`config.mk`:
```
export PLATFORM = sky130hd
export DESIGN_NAME = rcf_lane
export DESIGN_NICKNAME = d
export VERILOG_FILES = /design/src/hdl/rcf_pkg.sv /design/src/hdl/rcf_lane.sv
export SDC_FILE = /design/constraint.sdc
export NUM_CORES = 2
export LEC_CHECK = 0
export ABC_AREA = 1
export CAP_MARGIN = 25
export CORE_ASPECT_RATIO = 0.5
export CORE_MARGIN = 10
export CORE_UTILIZATION = 51
export CTS_BUF_LIST = sky130_fd_sc_hd__clkbuf_8
export CTS_CLUSTER_SIZE = 20
export DETAILED_ROUTE_END_ITERATION = 16
export DONT_BUFFER_PORTS = 1
export PLACE_DENSITY = 0.76
export SLEW_MARGIN = 20
export SYNTH_ARGS = -nofsm -noshare
export SYNTH_HDL_FRONTEND = slang
export SYNTH_SLANG_ARGS = --single-unit
export TNS_END_PERCENT = 100
```
`constraint.sdc`:
```
create_clock -name clk_i -period 4.7 [get_ports clk_i]
set_clock_uncertainty 0.1 [all_clocks]
set_input_delay 0 -clock clk_i [delete_from_list [all_inputs] [get_ports clk_i]]
set_output_delay 0 -clock clk_i [all_outputs]
set_load 0.02 [all_outputs]
```
`src/hdl/rcf_pkg.sv`:
```
// Shared constants, types and register indexes of the RGB 3x3 convolution filter.
package rcf_pkg;

  // Geometry and number formats.
  localparam int MAX_WIDTH  = 2048;
  localparam int MAX_HEIGHT = 4096;
  localparam int COEF_BITS  = 16;
  localparam int FRAC_BITS  = 8;
  localparam int SLOT_BITS  = 16;
  localparam int TAPS       = 3;
  localparam int NUM_TAPS   = TAPS * TAPS;
  localparam int NUM_LANES  = 3;
  localparam int CHAN_BITS  = 8;
  localparam int PIX_BITS   = NUM_LANES * CHAN_BITS;

  localparam int COL_BITS   = $clog2(MAX_WIDTH);
  localparam int ROW_BITS   = $clog2(MAX_HEIGHT);
  localparam int WIDTH_BITS  = 12;
  localparam int HEIGHT_BITS = 13;
  localparam int KERNEL_BITS = TAPS * SLOT_BITS;

  // Product of an unsigned pixel (with a zero sign bit) and a signed coefficient.
  localparam int PROD_BITS = COEF_BITS + CHAN_BITS + 1;
  // Nine products need four more bits.
  localparam int SUM_BITS  = PROD_BITS + 4;

  // Pipeline and output queue.
  localparam int PIPE_DEPTH     = 5;
  localparam int FIFO_DEPTH     = 8;
  localparam int FIFO_PTR_BITS  = $clog2(FIFO_DEPTH);
  localparam int FIFO_CNT_BITS  = $clog2(FIFO_DEPTH + 1);
  localparam int CREDIT_BITS    = $clog2(PIPE_DEPTH + FIFO_DEPTH + 1);

  // Configuration register indexes.
  localparam int CFG_IDX_BITS = 3;
  localparam logic [CFG_IDX_BITS-1:0] REG_FRAME_WIDTH   = 3'd0;
  localparam logic [CFG_IDX_BITS-1:0] REG_FRAME_HEIGHT  = 3'd1;
  localparam logic [CFG_IDX_BITS-1:0] REG_KERNEL_TOP    = 3'd2;
  localparam logic [CFG_IDX_BITS-1:0] REG_KERNEL_MIDDLE = 3'd3;
  localparam logic [CFG_IDX_BITS-1:0] REG_KERNEL_BOTTOM = 3'd4;

  // Register reset values.
  localparam logic [WIDTH_BITS-1:0]  FRAME_WIDTH_RESET  = 12'd640;
  localparam logic [HEIGHT_BITS-1:0] FRAME_HEIGHT_RESET = 13'd480;
  localparam logic [KERNEL_BITS-1:0] KERNEL_MID_RESET   = 48'h0000_0100_0000;

  // Lane order inside a packed pixel: red in the low byte.
  localparam int LANE_RED   = 0;
  localparam int LANE_GREEN = 1;
  localparam int LANE_BLUE  = 2;

  typedef logic [CHAN_BITS-1:0] chan_t;
  typedef chan_t [NUM_TAPS-1:0] tap_pix_t;
  typedef logic [COEF_BITS-1:0] coef_t;
  typedef coef_t [NUM_TAPS-1:0] tap_coef_t;
  typedef chan_t [NUM_LANES-1:0] lane_res_t;

  // Position flags carried along the pipeline.
  typedef struct packed {
    logic has_res;
    logic row_end;
    logic frame_end;
  } rcf_flags_t;

  // End markers handed to the output stage.
  typedef struct packed {
    logic row_end;
    logic frame_end;
  } rcf_ends_t;

  // One result beat.
  typedef struct packed {
    chan_t red;
    chan_t green;
    chan_t blue;
    logic  row_end;
    logic  frame_end;
  } rcf_beat_t;

endpackage

```
`src/hdl/rcf_lane.sv`:
```
// One channel lane: nine multiplies, a two-level adder tree, truncation and clamp.
module rcf_lane (
  input  logic                 clk_i,
  input  rcf_pkg::tap_pix_t    pix_i,
  input  rcf_pkg::tap_coef_t   coef_i,
  output rcf_pkg::chan_t       result_o
);
  import rcf_pkg::*;

  logic signed [PROD_BITS-1:0] prod_q [NUM_TAPS];
  logic signed [SUM_BITS-1:0]  psum_d [TAPS];
  logic signed [SUM_BITS-1:0]  psum_q [TAPS];
  logic signed [SUM_BITS-1:0]  acc_d;
  chan_t                       result_d;
  chan_t                       result_q;

  // Stage one: one product per tap.
  always_ff @(posedge clk_i) begin
    for (int i = 0; i < NUM_TAPS; i++) begin
      prod_q[i] <= $signed({1'b0, pix_i[i]}) * $signed(coef_i[i]);
    end
  end

  // Stage two: sum each kernel row.
  always_comb begin
    for (int r = 0; r < TAPS; r++) begin
      psum_d[r] = SUM_BITS'(prod_q[TAPS*r]) + SUM_BITS'(prod_q[TAPS*r+1])
                + SUM_BITS'(prod_q[TAPS*r+2]);
    end
  end

  always_ff @(posedge clk_i) begin
    for (int r = 0; r < TAPS; r++) begin
      psum_q[r] <= psum_d[r];
    end
  end

  // Stage three: total, drop the fraction and clamp to the pixel range.
  always_comb begin
    acc_d = psum_q[0] + psum_q[1] + psum_q[2];
    if (acc_d <= 0) begin
      result_d = '0;
    end else if (acc_d[SUM_BITS-1:FRAC_BITS+CHAN_BITS] != '0) begin
      result_d = '1;
    end else begin
      result_d = acc_d[FRAC_BITS +: CHAN_BITS];
    end
  end

  always_ff @(posedge clk_i) begin
    result_q <= result_d;
  end

  assign result_o = result_q;

endmodule

```
==> flow_summary.json <==
{
  "outcome": "finished clean",
  "whs_path_depth": 7,
  "tns_ns": 0,
  "coreArea_mm2": 0.111,
  "nets": 9041,
  "crit_path_start_kind": "input pin",
  "grt_setup_unrepaired": "no",
  "mostFrequentLayoutCell": "inv_1",
  "cts_hold_buf": 101,
  "cts_sinks": 314,
  "worstSetupPathType": "in -> reg",
  "cts.clk_slew.worst_paths_ns": 0.07,
  "ys_seq_area_share_pct": 11.0,
  "reg2reg_slack_ns": 1.45,
  "drv_slew": 0,
  "antenna_found_initial": 1,
  "cp.required_ns": 5.12,
  "grt_pass1_wl_um": 226000,
  "post-place-ws_ns": 0.480,
  "min-delay-path-class": "in -> reg",
  "drt_iter0_drc": 2644,
  "hold_ws_ns": 0.0469,
  "grtUsageTotal_pct": 21.3,
  "cts_tree": "built",
  "crit_path_end_kind": "register",
  "vias": 43400,
  "setup_ws_ns": 0.587,
  "num-fill-cells": 10200,
  "fmax_mhz": 243,
  "worstHoldStart": "coef_i[95]",
  "drc": 0,
  "syn-instance-count": 7387,
  "die_y_um": 257,
  "period_needed_ns": 4.11,
  "synth_edf_count": 0,
  "detail-route-antenna-nets": 0,
  "drv_cap": 0,
  "critPathArrivalTime_ns": 4.53,
  "r2r_start": "psum_q[0][59]$_DFF_P_",
  "tightest_slew_ns": 0.621,
  "fin_util_pct": 54.2,
  "die_w_um": 494,
  "cts_buffer_depth": 3,
  "ios": 225,
  "clk_latency_ns": 0.63,
  "cts.repair.resized": 0,
  "synth_cell_types": 46,
  "fin_crit_sh_pct": 87.5,
  "start_util_pct": 51.7,
  "drt_wl_total_um": 133000,
  "synth_warnings": 0,
  "io_buffers": 0,
  "rr_endpoint": "result_o[6]$_SDFF_PP0_",
  "mostFrequentLayoutCells": "inv_1, nand2_1, fa_1",
  "syn_area_mm2": 0.0573,
  "wl_per_cell_um": 15.1,
  "routabilityCongestion": 0.917,
  "relSlewSlack_pct": 57.5,
  "finalSetupViolCount": 0,
  "hpwl_um": 112000,
  "async_reset_ff_share_pct": 0,
  "critical_path.slowest_cell": "dlygate4sd3_1",
  "cp_max_fo": 13,
  "viasPerCell": 4.94,
  "area_growth_syn_to_layout_pct": 4.84,
  "cp_common_cell": "nand2_1",
  "min_to": "prod_q[0][149]$_DFF_P_",
  "rr_worst_depth": 17,
  "post_cts_buffers": 0,
  "slowest_delay_ns": 0.65,
  "grt_pass1_vias": 45300,
  "hold_viol": 0,
  "syn_avg_cell_area_um2": 7.76,
  "rows": 86,
  "cp_cell_sequence": "dlygate4sd3_1, nand2_1, inv_1, fa_1, ha_1, ha_1, dlygate4sd3_1, ha_1, ha_1, fa_1, nand3_1, nand2_1, a21o_1, nand2_1, nand2_1, nand2_1, nand2_1, nand2_1, nand2_1, nand2_1, nand2_1, xor2_1",
  "cts-htree-levels": 2,
  "syn-num-nets": 9180,
  "dr.pass1.iters": 6,
  "dieArea_mm2": 0.127,
  "grt_overflow_total": 0,
  "synth_seq_cells": 314,
  "numCtsBuffers": 46,
  "grt_max_degree": 17,
  "ys.flop_type": "dfxtp_1",
  "drive_gt1_share_pct": 1.32,
  "clockRootBuffer": "clkbuf_8"
}
[logic make-up after synthesis]
| family | share of synthesized area [%] |
|---|---|
| buffers and inverters | 16.7 |
| AND/OR/NAND/NOR | 14.9 |
| adder cells (fa/ha/maj) | 47.8 |
| AO/OA/AOI/OAI | 5.21 |
| flip-flops | 11.0 |
| XOR/XNOR | 4.34 |
[flip-flops by register name, summed over array words and instances (netlist names)]
| signal | count |
|---|---|
| prod_q | 225 |
| psum_q | 81 |
| result_o | 8 |
[cell type report]
cell class | instances | area, um2 | share of cell area [%]
Multi-Input combinational cell | 4533 | 41400 | 68.9
Inverter | 2252 | 8450 | 14.1
Sequential cell | 314 | 6290 | 10.5
Tap cell | 1496 | 1870 | 3.12
Timing Repair Buffer | 101 | 1010 | 1.68
Clock buffer | 55 | 757 | 1.26
Clock inverter | 27 | 269 | 0.448
Antenna cell | 1 | 2.50 | 0.00417
[how the worst max path moves through the flow]
stage	endpoint	slack, ns	startpoint	cells past startpoint
after floorplan	prod_q[0][23]$_DFF_P_	0.37	pix_i[3]	22
after global placement	prod_q[0][123]$_DFF_P_	0.48	coef_i[79]	14
after detailed placement	prod_q[0][123]$_DFF_P_	0.48	coef_i[79]	14
after CTS	prod_q[0][97]$_DFF_P_	0.67	pix_i[24]	22
after global routing	prod_q[0][97]$_DFF_P_	0.36	pix_i[24]	22
final	prod_q[0][72]$_DFF_P_	0.59	pix_i[16]	22
[metal layers]
layer  vias to the layer above  part of all wire [%]  GRT usage [%]
met4                         0                   1.7           3.61
met3                       163                   5.9           2.88
met5                         -                     0              0
li1                      20900                     -              -
met2                      1137                    48           36.9
met1                     21100                    44           28.8
[synth_stat cells (all sizes together), types with 8 or more instances]
library cell  number  area share [%]
nand3            142             1.3
o21a              12            0.16
fa              1024              36
a211oi            10            0.13
inv             2252              15
nand2           1745              11
o221ai             8            0.12
dfxtp            314              11
xnor2            121             1.8
a31oi             32            0.35
o21bai            29            0.38
o211ai            15            0.20
a21o              20            0.26
nor2             164             1.1
xor2             163             2.5
ha               552              12
a21oi            259             2.3
a21boi            11            0.14
nor3              39            0.36
nand4             41            0.45
clkbuf           288             2.0
o21ai            107            0.95
[worst max-delay path: cells and delay by family]
kind / cells / cell delay, ns
AOI/OAI and AO/OA: 1 / 0.22
xor gates and xnor gates: 1 / 0.14
adders and majority gates: 6 / 1.97
buffers and inverters: 3 / 1.29
and+or+nand+nor: 11 / 0.88
[metrics by stage]
step	instances	area, um2
2_1_floorplan	7387	57300
6_report	8779	60100
3_3_place_gp	8595	58000
4_1_cts	8778	60100
5_1_grt	8779	60100
3_5_place_dp	8595	58000
Power is left out: the tool's default activity adds up to more than one toggle a clock period on the data nets, which glitch-free logic cannot reach.
