$ cat src/hdl/rcf_pkg.sv
// Shared constants, types and register indexes of the RGB 3x3 convolution filter.
package rcf_pkg;

  // Geometry and number formats.
  localparam int MAX_WIDTH  = 2048;
  localparam int MAX_HEIGHT = 4096;
  localparam int COEF_BITS  = 16;
  localparam int FRAC_BITS  = 8;
  localparam int SLOT_BITS  = 16;
  localparam int TAPS       = 3;
  localparam int NUM_TAPS   = TAPS * TAPS;
  localparam int NUM_LANES  = 3;
  localparam int CHAN_BITS  = 8;
  localparam int PIX_BITS   = NUM_LANES * CHAN_BITS;

  localparam int COL_BITS   = $clog2(MAX_WIDTH);
  localparam int ROW_BITS   = $clog2(MAX_HEIGHT);
  localparam int WIDTH_BITS  = 12;
  localparam int HEIGHT_BITS = 13;
  localparam int KERNEL_BITS = TAPS * SLOT_BITS;

  // Product of an unsigned pixel (with a zero sign bit) and a signed coefficient.
  localparam int PROD_BITS = COEF_BITS + CHAN_BITS + 1;
  // Nine products need four more bits.
  localparam int SUM_BITS  = PROD_BITS + 4;

  // Pipeline and output queue.
  localparam int PIPE_DEPTH     = 5;
  localparam int FIFO_DEPTH     = 8;
  localparam int FIFO_PTR_BITS  = $clog2(FIFO_DEPTH);
  localparam int FIFO_CNT_BITS  = $clog2(FIFO_DEPTH + 1);
  localparam int CREDIT_BITS    = $clog2(PIPE_DEPTH + FIFO_DEPTH + 1);

  // Configuration register indexes.
  localparam int CFG_IDX_BITS = 3;
  localparam logic [CFG_IDX_BITS-1:0] REG_FRAME_WIDTH   = 3'd0;
  localparam logic [CFG_IDX_BITS-1:0] REG_FRAME_HEIGHT  = 3'd1;
  localparam logic [CFG_IDX_BITS-1:0] REG_KERNEL_TOP    = 3'd2;
  localparam logic [CFG_IDX_BITS-1:0] REG_KERNEL_MIDDLE = 3'd3;
  localparam logic [CFG_IDX_BITS-1:0] REG_KERNEL_BOTTOM = 3'd4;

  // Register reset values.
  localparam logic [WIDTH_BITS-1:0]  FRAME_WIDTH_RESET  = 12'd640;
  localparam logic [HEIGHT_BITS-1:0] FRAME_HEIGHT_RESET = 13'd480;
  localparam logic [KERNEL_BITS-1:0] KERNEL_MID_RESET   = 48'h0000_0100_0000;

  // Lane order inside a packed pixel: red in the low byte.
  localparam int LANE_RED   = 0;
  localparam int LANE_GREEN = 1;
  localparam int LANE_BLUE  = 2;

  typedef logic [CHAN_BITS-1:0] chan_t;
  typedef chan_t [NUM_TAPS-1:0] tap_pix_t;
  typedef logic [COEF_BITS-1:0] coef_t;
  typedef coef_t [NUM_TAPS-1:0] tap_coef_t;
  typedef chan_t [NUM_LANES-1:0] lane_res_t;

  // Position flags carried along the pipeline.
  typedef struct packed {
    logic has_res;
    logic row_end;
    logic frame_end;
  } rcf_flags_t;

  // End markers handed to the output stage.
  typedef struct packed {
    logic row_end;
    logic frame_end;
  } rcf_ends_t;

  // One result beat.
  typedef struct packed {
    chan_t red;
    chan_t green;
    chan_t blue;
    logic  row_end;
    logic  frame_end;
  } rcf_beat_t;

endpackage

$ cat src/hdl/rcf_merge.sv
// Output stage: merges the three lane results with the end markers and queues the beats.
module rcf_merge (
  input  logic                              clk_i,
  input  logic                              rst_ni,
  input  logic                              push_i,
  input  rcf_pkg::lane_res_t                lane_res_i,
  input  rcf_pkg::rcf_ends_t                ends_i,
  output logic                              out_valid_o,
  input  logic                              out_ready_i,
  output logic [7:0]                        out_red_o,
  output logic [7:0]                        out_green_o,
  output logic [7:0]                        out_blue_o,
  output logic                              row_end_o,
  output logic                              frame_end_o,
  output logic [rcf_pkg::FIFO_CNT_BITS-1:0] count_o
);
  import rcf_pkg::*;

  rcf_beat_t                fifo_q [FIFO_DEPTH];
  rcf_beat_t                beat_d;
  rcf_beat_t                head;
  logic [FIFO_PTR_BITS-1:0] wr_ptr_q;
  logic [FIFO_PTR_BITS-1:0] rd_ptr_q;
  logic [FIFO_CNT_BITS-1:0] count_q;
  logic                     pop;

  // Combine the lanes into one beat.
  always_comb begin
    beat_d.red       = lane_res_i[LANE_RED];
    beat_d.green     = lane_res_i[LANE_GREEN];
    beat_d.blue      = lane_res_i[LANE_BLUE];
    beat_d.row_end   = ends_i.row_end;
    beat_d.frame_end = ends_i.frame_end;
  end

  assign pop = out_valid_o && out_ready_i;

  // Queue storage.
  always_ff @(posedge clk_i) begin
    if (push_i) begin
      fifo_q[wr_ptr_q] <= beat_d;
    end
  end

  // Pointers and fill level.
  always_ff @(posedge clk_i or negedge rst_ni) begin
    if (!rst_ni) begin
      wr_ptr_q <= '0;
      rd_ptr_q <= '0;
      count_q  <= '0;
    end else begin
      if (push_i) begin
        wr_ptr_q <= wr_ptr_q + 1'b1;
      end
      if (pop) begin
        rd_ptr_q <= rd_ptr_q + 1'b1;
      end
      if (push_i && !pop) begin
        count_q <= count_q + 1'b1;
      end else if (pop && !push_i) begin
        count_q <= count_q - 1'b1;
      end
    end
  end

  // Head of the queue drives the result channel.
  assign head        = fifo_q[rd_ptr_q];
  assign out_valid_o = (count_q != '0);
  assign out_red_o   = head.red;
  assign out_green_o = head.green;
  assign out_blue_o  = head.blue;
  assign row_end_o   = head.row_end;
  assign frame_end_o = head.frame_end;
  assign count_o     = count_q;

`ifndef SYNTHESIS
  // The input credit check must keep the queue from overflowing.
  a_no_overflow: assert property (@(posedge clk_i) disable iff (!rst_ni)
    push_i |-> (count_q < FIFO_CNT_BITS'(FIFO_DEPTH)))
    else $error("result queue written while full");

  // A beat in and a beat out in the same cycle leave the fill level alone.
  a_count_steady: assert property (@(posedge clk_i) disable iff (!rst_ni)
    (push_i && pop) |=> $stable(count_q))
    else $error("result queue level moved on a simultaneous push and pop");
`endif

endmodule

$ cat config.mk
export PLATFORM = sky130hd
export DESIGN_NAME = rcf_merge
export DESIGN_NICKNAME = d
export VERILOG_FILES = /design/src/hdl/rcf_pkg.sv /design/src/hdl/rcf_merge.sv
export SDC_FILE = /design/constraint.sdc
export NUM_CORES = 1
export LEC_CHECK = 0
export BUFFER_PORTS_ARGS = -buffer_cell sky130_fd_sc_hd__buf_4
export CAP_MARGIN = 20
export CORE_MARGIN = 4
export CORE_UTILIZATION = 55
export CTS_CLUSTER_SIZE = 40
export DETAILED_ROUTE_END_ITERATION = 6
export HOLD_SLACK_MARGIN = 0.08
export PLACE_DENSITY = 0.71
export REMOVE_ABC_BUFFERS = 1
export SETUP_SLACK_MARGIN = 0.1
export SYNTH_ARGS = -nofsm -noshare
export SYNTH_HDL_FRONTEND = slang
export SYNTH_SLANG_ARGS = --single-unit
$ cat constraint.sdc
create_clock -name clk_i -period 3.6 [get_ports clk_i]
set_input_delay 0.36 -clock clk_i [delete_from_list [all_inputs] [get_ports clk_i]]
set_output_delay 0.36 -clock clk_i [all_outputs]
set_load 0.02 [all_outputs]
==> out/results.tsv, run 1 <==
metric	value	unit
status	complete, no violations	
latest clock arrival within the worst-skew pair	0.49	ns
Final Max Slew Viols	0	
Nets	470	
cell count after synthesis	360	
io pins	61	
Root Buffer	clkbuf_16	
Area Growth Syn to Fin	16.4	%
Power Density	808	nW/um^2
reg2reg start	count_o[0]	
Ant. Diodes	0	
# fillers	953	
vias per inst	5.76	
Die Y	133	um
CP max stage cell	dfrtp_2	
max incr delay on CP	0.60	ns
clock buffer count from CTS	22	
total grt overflow	0	
worst vdd ir	495	uV
Top Family by Delay on Critical Path	multiplexers	
CP arrival	2.50	ns
R2R setup slack	0.75	ns
DPL Wire Length	8020	um
WP data required	3.24	ns
Final TNS setup	0	ns
fin crit share	0.795	
worst clock skew	0.0135	ns
clk slew on worst S/H paths	0.06	ns
Critical Path Start	rd_ptr_q[0]	
Mean Syn Cell Area	23.9	um^2
DR WL/cell	22.2	um
largest net degree at the start of global routing	47	
vias	3799	
Area contributors post-synth	edfxtp_1 (73%), mux4_1 (16%), mux2_2 (3.8%)	
CP Capture Type	output port	
row cnt	45	
IO Port Bufs	60	
Starting Density	0.564	
final setup fails	0	
max cap viols	0	
dominant cell type by area after synthesis	edfxtp_1	
DR pass1 iterations	4	
die width	133	um
Worst Max-Slew Pin Slew	1.03	ns
Final Critical Period	2.86	ns
Slew HR	0.310	
Yosys reg bits	218	
Total GRT Usage	0.169	
Peak Freq	349	MHz
clk sinks	218	
Synth top area share	0.725	
maximum buffer depth of the clock tree	3	
Placer Congestion	0.806	
crit-path cells	buf_12 > mux4_1 > mux2_2 > buf_4	
vias in the first global route	4028	
first-pass GRT wire length	23400	um
initial DRC count	278	
Multi-input gate area	2060	um^2
Static Leakage	3.43	nW
layout cells sized above 1	0.292	
Seq/Total Area, Yosys	0.754	
worst path bufs/invs	2	
Die Area	17700	um^2
critical path startpoint category	flop	
WS Path Type	reg -> out	
Sequential Area	6500	um^2
crit-path max FO	42	
WL final	14700	um
TritonCTS clock tree	yes	
Synth Cell Area	8610	um^2
Ys Warns	0	
Top FF cell, synth	edfxtp_1	
DRC	0	
min-delay src	lane_res_i[11]	
type of the most critical hold path	in -> reg	
Setup Fix Bufs, Post-CTS	0	
H-tree depth	1	
fraction of registers with async set/reset	0.0459	
Unique masters post-synth	28	
Post-synth EDFFs	208	
ANT nets after route	0	
Final Hold Fails	0	
RSZ-0062 raised after global routing	no	
CORE AREA	15300	um^2
antenna violations before repair	0	
WHS	0.101	ns
[cell usage in the layout, fill, tap and decap left out, drive strengths merged]
| master | count |
|---|---|
| or4 | 2 |
| nor2 | 6 |
| dfrtp | 10 |
| edfxtp | 208 |
| nor3 | 3 |
| clkinvlp | 1 |
| xnor2 | 5 |
| inv | 1 |
| buf | 65 |
| nand3b | 1 |
| or3 | 1 |
| clkinv | 2 |
| ha | 5 |
| dlygate4sd3 | 1 |
| fa | 1 |
| mux2i | 1 |
| clkbuf | 36 |
| o211ai | 2 |
| mux4 | 52 |
| mux2 | 29 |
| a2111o | 1 |
| xor2 | 1 |
| nand2 | 6 |
| a21oi | 2 |
| nand2b | 3 |
| nand3 | 3 |
| o21ai | 1 |
[final timing paths]
check	endpoint	cells after the start
max	out_green_o[6]	4
min	fifo_q[2][13]	1
max reg2reg	count_o[3]	8
min reg2reg	wr_ptr_q[1]	1
max in group asynchronous	rd_ptr_q[1]	2
min in group asynchronous	count_o[0]	2
[power by group]
group | internal (mW) | total, mW | switching (mW)
Combinational | 1.29 | 2.63 | 1.34
Sequential | 3.21 | 3.41 | 0.203
Clock | 1.22 | 2.06 | 0.848
Total | 5.71 | 8.10 | 2.39
[registers in the layout, summed over array words and instances, names as in the netlist]
register and flops:
fifo_q 208, count_o 4, rd_ptr_q 3, wr_ptr_q 3
[final cells by class]
type,instances,area share
clock inverters,3,0.00150
multi-input cells,125,0.206
clock buffers,36,0.0643
flip-flops and latches,218,0.648
well taps,211,0.0263
inverters,1,0.000375
repair buffers,66,0.0534
[worst reg2reg max path, delay by kind of cell (launching register included)]
family | cells | cell delay [ns]
AND/OR/NAND/NOR | 3 | 1.20
flip-flops | 1 | 0.46
buffers and inverters | 1 | 0.14
adder cells (fa/ha/maj) | 2 | 0.64
AO/OA/AOI/OAI | 2 | 0.25
[metal layers]
layer	track usage	routed length, um	up-vias	part of all wire
met3	0.0344	688	14	0.047
met4	0.0349	164	0	0.011
li1	-	-	1716	-
met2	0.287	7400	72	0.50
met1	0.233	6410	1997	0.44
met5	0	0	-	0
[stage by stage]
stage	instance area, um^2	setup WS (ns)	instances	util	total power, mW
after floorplan	8510	0.628	344	-	5.13
after global placement	9350	0.976	620	0.613	6.08
after detailed placement	9350	0.835	620	0.613	6.14
after CTS	10000	0.707	660	0.657	8.20
after global routing	10000	0.644	660	0.657	8.50
final	10000	0.737	660	0.657	8.10
[cell families after synthesis]
logic type / synth area share
buf+inv: 0.0129
mux: 0.198
simple gates: 0.0147
xor+xnor: 0.00610
flops: 0.754
compound gates: 0.00479
fa+ha+maj: 0.00959
[what timing repair did]
action                                 CTS  global route
endpoints found under the hold margin   10             0
hold buffers                             1             0
setup endpoints to repair                0             0
gates resized for setup                  0             0
[synth_stat cells, drive strengths merged, types with 2 or more instances]
cell,number
a21oi,2
buf,12
clkbuf,4
dfrtp,10
edfxtp,208
ha,5
mux2,29
mux4,52
nand2,6
nand2b,3
nand3,3
nor2,6
nor3,3
o211ai,2
or4,2
xnor2,5
No activity file was read; power rests on OpenSTA's default activity.
==> run 2: changes to the inputs <==
--- a/config.mk
+++ b/config.mk
@@ -8,11 +8,11 @@
 export BUFFER_PORTS_ARGS = -buffer_cell sky130_fd_sc_hd__buf_4
 export CAP_MARGIN = 20
 export CORE_MARGIN = 4
-export CORE_UTILIZATION = 55
+export CORE_UTILIZATION = 54
 export CTS_CLUSTER_SIZE = 40
 export DETAILED_ROUTE_END_ITERATION = 6
 export HOLD_SLACK_MARGIN = 0.08
-export PLACE_DENSITY = 0.71
+export PLACE_DENSITY = 0.72
 export REMOVE_ABC_BUFFERS = 1
 export SETUP_SLACK_MARGIN = 0.1
 export SYNTH_ARGS = -nofsm -noshare
==> constraint.sdc (replaced) <==
create_clock -name clk_i -period 2.35 [get_ports clk_i]
set_input_delay 0.235 -clock clk_i [delete_from_list [all_inputs] [get_ports clk_i]]
set_output_delay 0.235 -clock clk_i [all_outputs]
set_load 0.02 [all_outputs]
==> out/results.tsv, run 2 (synthesis gave the netlist of run 1 again) <==
metric	value	unit	change
status	finished with violations		
violated checks	setup timing		
Nets	535		+14%
total grt overflow	0		unchanged
reg2reg start	count_o[1]		
DR WL/cell	23.6	um	+6.1%
H-tree depth	1		unchanged
Final TNS setup	-2.05	ns	-2.05 ns
critical path startpoint category	flop		
Static Leakage	3.74	nW	+9.1%
Final Max Slew Viols	0		unchanged
worst clock skew	0.00802	ns	-0.00547 ns
Slew HR	0.596		+0.286
RSZ-0062 raised after global routing	yes		
clk sinks	218		unchanged
first-pass GRT wire length	25200	um	+7.9%
Placer Congestion	0.746		-7.4%
DP Worst Slack	-0.0394	ns	-0.874 ns
Final Critical Period	2.48	ns	
vias per inst	5.65		-1.8%
Multi-input gate area	2020	um^2	-2.1%
Sequential Area	6500	um^2	about the same
max cap viols	0		unchanged
io pins	61		unchanged
fin crit share	1.06		
DR pass1 iterations	4		unchanged
max reg flops	208		unchanged
Power Density	1310	nW/um^2	+62%
TritonCTS clock tree	yes		
Largest Register	fifo_q		
Starting Density	0.558		-0.00618
die width	134	um	+0.87%
CP arrival	2.25	ns	-0.25 ns
WS Path Type	reg -> out		
initial DRC count	315		+13%
# fillers	974		+2.2%
Final Hold Fails	0		unchanged
layout cells sized above 1	0.442		+0.150
CP Capture Type	output port		
DPL Wire Length	8660	um	+8.0%
WL final	17100	um	+17%
antenna violations before repair	0		unchanged
clk slew on worst S/H paths	0.06	ns	about the same
CORE AREA	15400	um^2	+1.1%
final setup fails	26		+26
clock buffer count from CTS	22		unchanged
latest clock arrival within the worst-skew pair	0.49	ns	about the same
ANT nets after route	0		unchanged
most frequent cells in the layout	edfxtp_1 (208), buf_4 (57), mux4_2 (52)		
Worst Max-Slew Pin Slew	0.606	ns	-0.427 ns
type of the most critical hold path	in -> async		
largest net degree at the start of global routing	27		-43%
Ant. Diodes	0		unchanged
WP data required	2.12	ns	-1.12 ns
R2R setup slack	0.07	ns	-0.68 ns
worst vdd ir	876	uV	+77%
most common cell after layout, fill and taps aside	edfxtp_1		
Area Growth Syn to Fin	25.6	%	
vias in the first global route	4311		+7.0%
Total GRT Usage	0.184		+0.0146
Peak Freq	403	MHz	
Die Area	18000	um^2	+1.7%
maximum buffer depth of the clock tree	3		unchanged
IO Port Bufs	60		unchanged
vias	4096		+7.8%
setup slack after layout	-0.131	ns	-0.869 ns
Die Y	134	um	+0.87%
Root Buffer	clkbuf_16		
crit-path max FO	6		-86%
DRC	0		unchanged
row cnt	45		unchanged
r2r worst-path depth	9		+1
end of the worst register-to-register path	count_o[3]		
## run 2: changes by cell type in the layout (fill, tap and decap cells not counted), sizes merged
cell         delta
clkinv          +8
clkinvlp        -1
buf            +32
dlygate4sd3    +28
clkbuf          -2
## run 2: report_power, final
| part | switching (mW) | internal [mW] | total [mW] |
|---|---|---|---|
| Combinational | 2.66 | 3.26 | 5.92 |
| Clock | 1.30 | 1.78 | 3.08 |
| Sequential | 0.278 | 4.91 | 5.19 |
## run 2: worst max path at each step
stage | start | endpoint | slack, ns
3_5_place_dp | count_o[1] | count_o[3] | -0.04
6_report | rd_ptr_q[0] | out_red_o[0] | -0.13
2_1_floorplan | rd_ptr_q[0] | frame_end_o | -0.50
3_3_place_gp | count_o[1] | count_o[3] | 0.04
4_1_cts | rd_ptr_q[0] | out_green_o[5] | -0.13
5_1_grt | rd_ptr_q[0] | out_red_o[0] | -0.19
## run 2: area by class of cell
class / count / area share
well taps: 211 / 0.0244
clock buffers: 29 / 0.0553
inverters: 1 / 0.000578
clock inverters: 10 / 0.00382
repair buffers: 131 / 0.128
multi-input cells: 125 / 0.186
flip-flops and latches: 218 / 0.601
## run 2: stage by stage
step	util	std cells	total power, mW	cell area (um^2)	hold WS [ns]
2_1_floorplan	-	344	7.87	8510	-0.0606
3_3_place_gp	0.617	641	9.51	9520	0.0685
3_5_place_dp	0.617	641	9.63	9520	0.0744
4_1_cts	0.683	718	13.4	10500	0.0996
5_1_grt	0.701	725	14.8	10800	0.116
6_report	0.701	725	14.2	10800	0.116
## run 2: per-layer routing
metal / routed length (um) / GRT usage
met4: 199 / 0.0458
met2: 8780 / 0.302
met5: 0 / 0
met1: 7310 / 0.265
met3: 809 / 0.0274
## run 2: timing repair
action / CTS / global route
buffers inserted: 6 / 2
endpoints found under the hold margin: 221 / 0
hold buffers: 29 / 0
cloned: 3 / 5
endpoints found under the setup margin: 27 / 27
resized for setup: 62 / 66
pin swaps: 2 / 8
## run 2: critical path, cell delays in order (launching register included)
cell and delay [ns]:
dfrtp_2 0.47, buf_8 0.18, buf_16 0.15, mux4_2 0.52
mux2_4 0.29, buf_6 0.13
==> run 3: changes to the inputs <==
--- a/config.mk
+++ b/config.mk
@@ -13,8 +13,8 @@
 export DETAILED_ROUTE_END_ITERATION = 6
 export HOLD_SLACK_MARGIN = 0.08
 export PLACE_DENSITY = 0.72
-export REMOVE_ABC_BUFFERS = 1
 export SETUP_SLACK_MARGIN = 0.1
+export SKIP_CTS_REPAIR_TIMING = 1
 export SYNTH_ARGS = -nofsm -noshare
 export SYNTH_HDL_FRONTEND = slang
 export SYNTH_SLANG_ARGS = --single-unit
==> out/results.tsv, run 3 (synthesis gave the netlist of run 1 again) <==
metric	value	unit	change
Final Critical Period	2.38	ns	-0.103 ns
total grt overflow	0		unchanged
Root Buffer	clkbuf_16		
vias	4050		-1.1%
TritonCTS clock tree	yes		
critical path startpoint category	flop		
RSZ-0062 raised after global routing	yes		
met2 Use GR	0.304		+0.00168
clock buffer count from CTS	22		unchanged
violated checks	setup timing		
post-route non-filler standard cell count	722		-0.41%
max incr delay on CP	0.50	ns	-0.02 ns
crit-path max FO	7		+1
status	finished with violations		
Top Family by Delay on Critical Path	multiplexers		
placed cells	639		-0.31%
worst vdd ir	819	uV	-6.5%
final setup fails	10		-62%
Total GRT Usage	0.173		-0.0108
Placer Congestion	0.733		-1.7%
Peak Freq	420	MHz	+4.3%
internal power	9.82	mW	-1.3%
met1 usage	0.228		-0.0368
vias per inst	5.61		-0.71%
DR WL/cell	23.4	um	-0.92%
largest net degree at the start of global routing	29		+7.4%
maximum buffer depth of the clock tree	3		unchanged
most common cell after layout, fill and taps aside	edfxtp_1		
ANT nets after route	0		unchanged
CP arrival	2.14	ns	-0.11 ns
initial DRC count	359		+14%
post-layout util	0.697		-0.00446
worst clock skew	0.00424	ns	-0.00378 ns
vias in the first global route	4157		-3.6%
Slew HR	0.696		+0.100
fin crit share	1.01		-0.0439
Top Usage Layer GRT	met2		
Final Max Slew Viols	0		unchanged
Nets	532		-0.56%
WP data required	2.12	ns	about the same
clk sinks	218		unchanged
H-tree depth	1		unchanged
max reg flops	208		unchanged
Starting Density	0.558		unchanged
WS Path Type	reg -> out		
Worst Max-Slew Pin Slew	0.455	ns	-0.150 ns
Static Leakage	3.71	nW	-0.88%
GR Util met3	0.0349		+0.00750
Flop pwr share	0.366		about the same
io pins	61		unchanged
worst path bufs/invs	3		unchanged
WL final	16900	um	-1.3%
row cnt	45		unchanged
Power Density	1300	nW/um^2	-0.59%
DPL Wire Length	8950	um	+3.3%
Die Y	134	um	unchanged
latest clock arrival within the worst-skew pair	0.49	ns	about the same
DR pass1 iterations	4		unchanged
max cap viols	0		unchanged
CP max stage cell	mux4_2		
clk slew on worst S/H paths	0.06	ns	about the same
WHS	0.113	ns	-0.00290 ns
antenna violations before repair	0		unchanged
type of the most critical hold path	in -> async		
DRC	0		unchanged
die width	134	um	unchanged
Final Hold Fails	0		unchanged
CORE AREA	15400	um^2	unchanged
Syn Nets	396		
Largest Register	fifo_q		
layout cells sized above 1	0.436		-0.00524
Sw Share	0.300		+0.000745
Die Area	18000	um^2	unchanged
Clock power frac	0.222		+0.005
crit-path cells	buf_12 > clkbuf_16 > mux4_2 > mux2_4 > buf_6		
Ant. Diodes	0		unchanged
first-pass GRT wire length	23700	um	-6.2%
Combinational Power Share	0.413		-0.004
Area Growth Syn to Fin	24.8	%	
Net Sw Power	4.20	mW	-0.97%
IO Port Bufs	60		unchanged
most frequent cells in the layout	edfxtp_1 (208), buf_4 (58), mux4_2 (51)		
CP Capture Type	output port		
setup slack after layout	-0.0282	ns	+0.103 ns
## run 3: layer usage
| metal | routed length, um | up-vias |
|---|---|---|
| met1 | 7080 | 2133 |
| met4 | 171 | 0 |
| met5 | 0 | - |
| li1 | - | 1788 |
| met2 | 8710 | 110 |
| met3 | 896 | 19 |
## run 3: layout make-up
class,count,area (um^2)
Fill cell,962,4680
Clock buffer,30,602
Tap cell,211,264
Sequential cell,218,6500
Clock inverter,9,38.8
Inverter,1,6.26
Timing Repair Buffer,128,1330
Multi-Input combinational cell,125,2000
## run 3: power by group through the flow
stage          clock [mW]  combinational (mW)  sequential (mW)
6_report             3.11                5.79             5.13
5_1_grt              3.36                6.12             5.17
4_1_cts              3.18                4.51             5.16
3_5_place_dp            0                4.50             5.23
3_3_place_gp            0                4.42             5.19
2_1_floorplan           0                2.85             5.19
## run 3: worst paths after layout
check	cells after the start	endpoint	slack, ns	startpoint
hold / removal	2	count_o[2]	0.11	rst_ni
hold reg to reg	1	wr_ptr_q[1]	0.58	wr_ptr_q[1]
setup / recovery	5	out_red_o[5]	-0.03	rd_ptr_q[0]
min in group clk_i	2	fifo_q[7][14]	0.52	lane_res_i[12]
max in group asynchronous	2	rd_ptr_q[0]	2.08	rst_ni
setup reg to reg	8	count_o[3]	0.02	count_o[1]
## run 3: per-stage QoR
stage / TNS [ns] / instance area, um^2 / power [mW] / setup WS (ns)
global route: -1.40 / 10700 / 14.6 / -0.0846
CTS: -1.79 / 10200 / 12.8 / -0.101
finish: -0.122 / 10700 / 14.0 / -0.0282
detailed placement: 0 / 9580 / 9.73 / 0.0336
global placement: 0 / 9580 / 9.62 / 0.0668
floorplan: -0.0510 / 8660 / 8.04 / -0.0510
## run 3: worst register-to-register path, cell delays in order (launching register included)
cell	delay, ns
dfrtp_2	0.40
or4_4	0.57
nand2_4	0.10
ha_4	0.16
inv_4	0.05
ha_4	0.23
or4_1	0.46
o211ai_1	0.12
o211ai_1	0.11
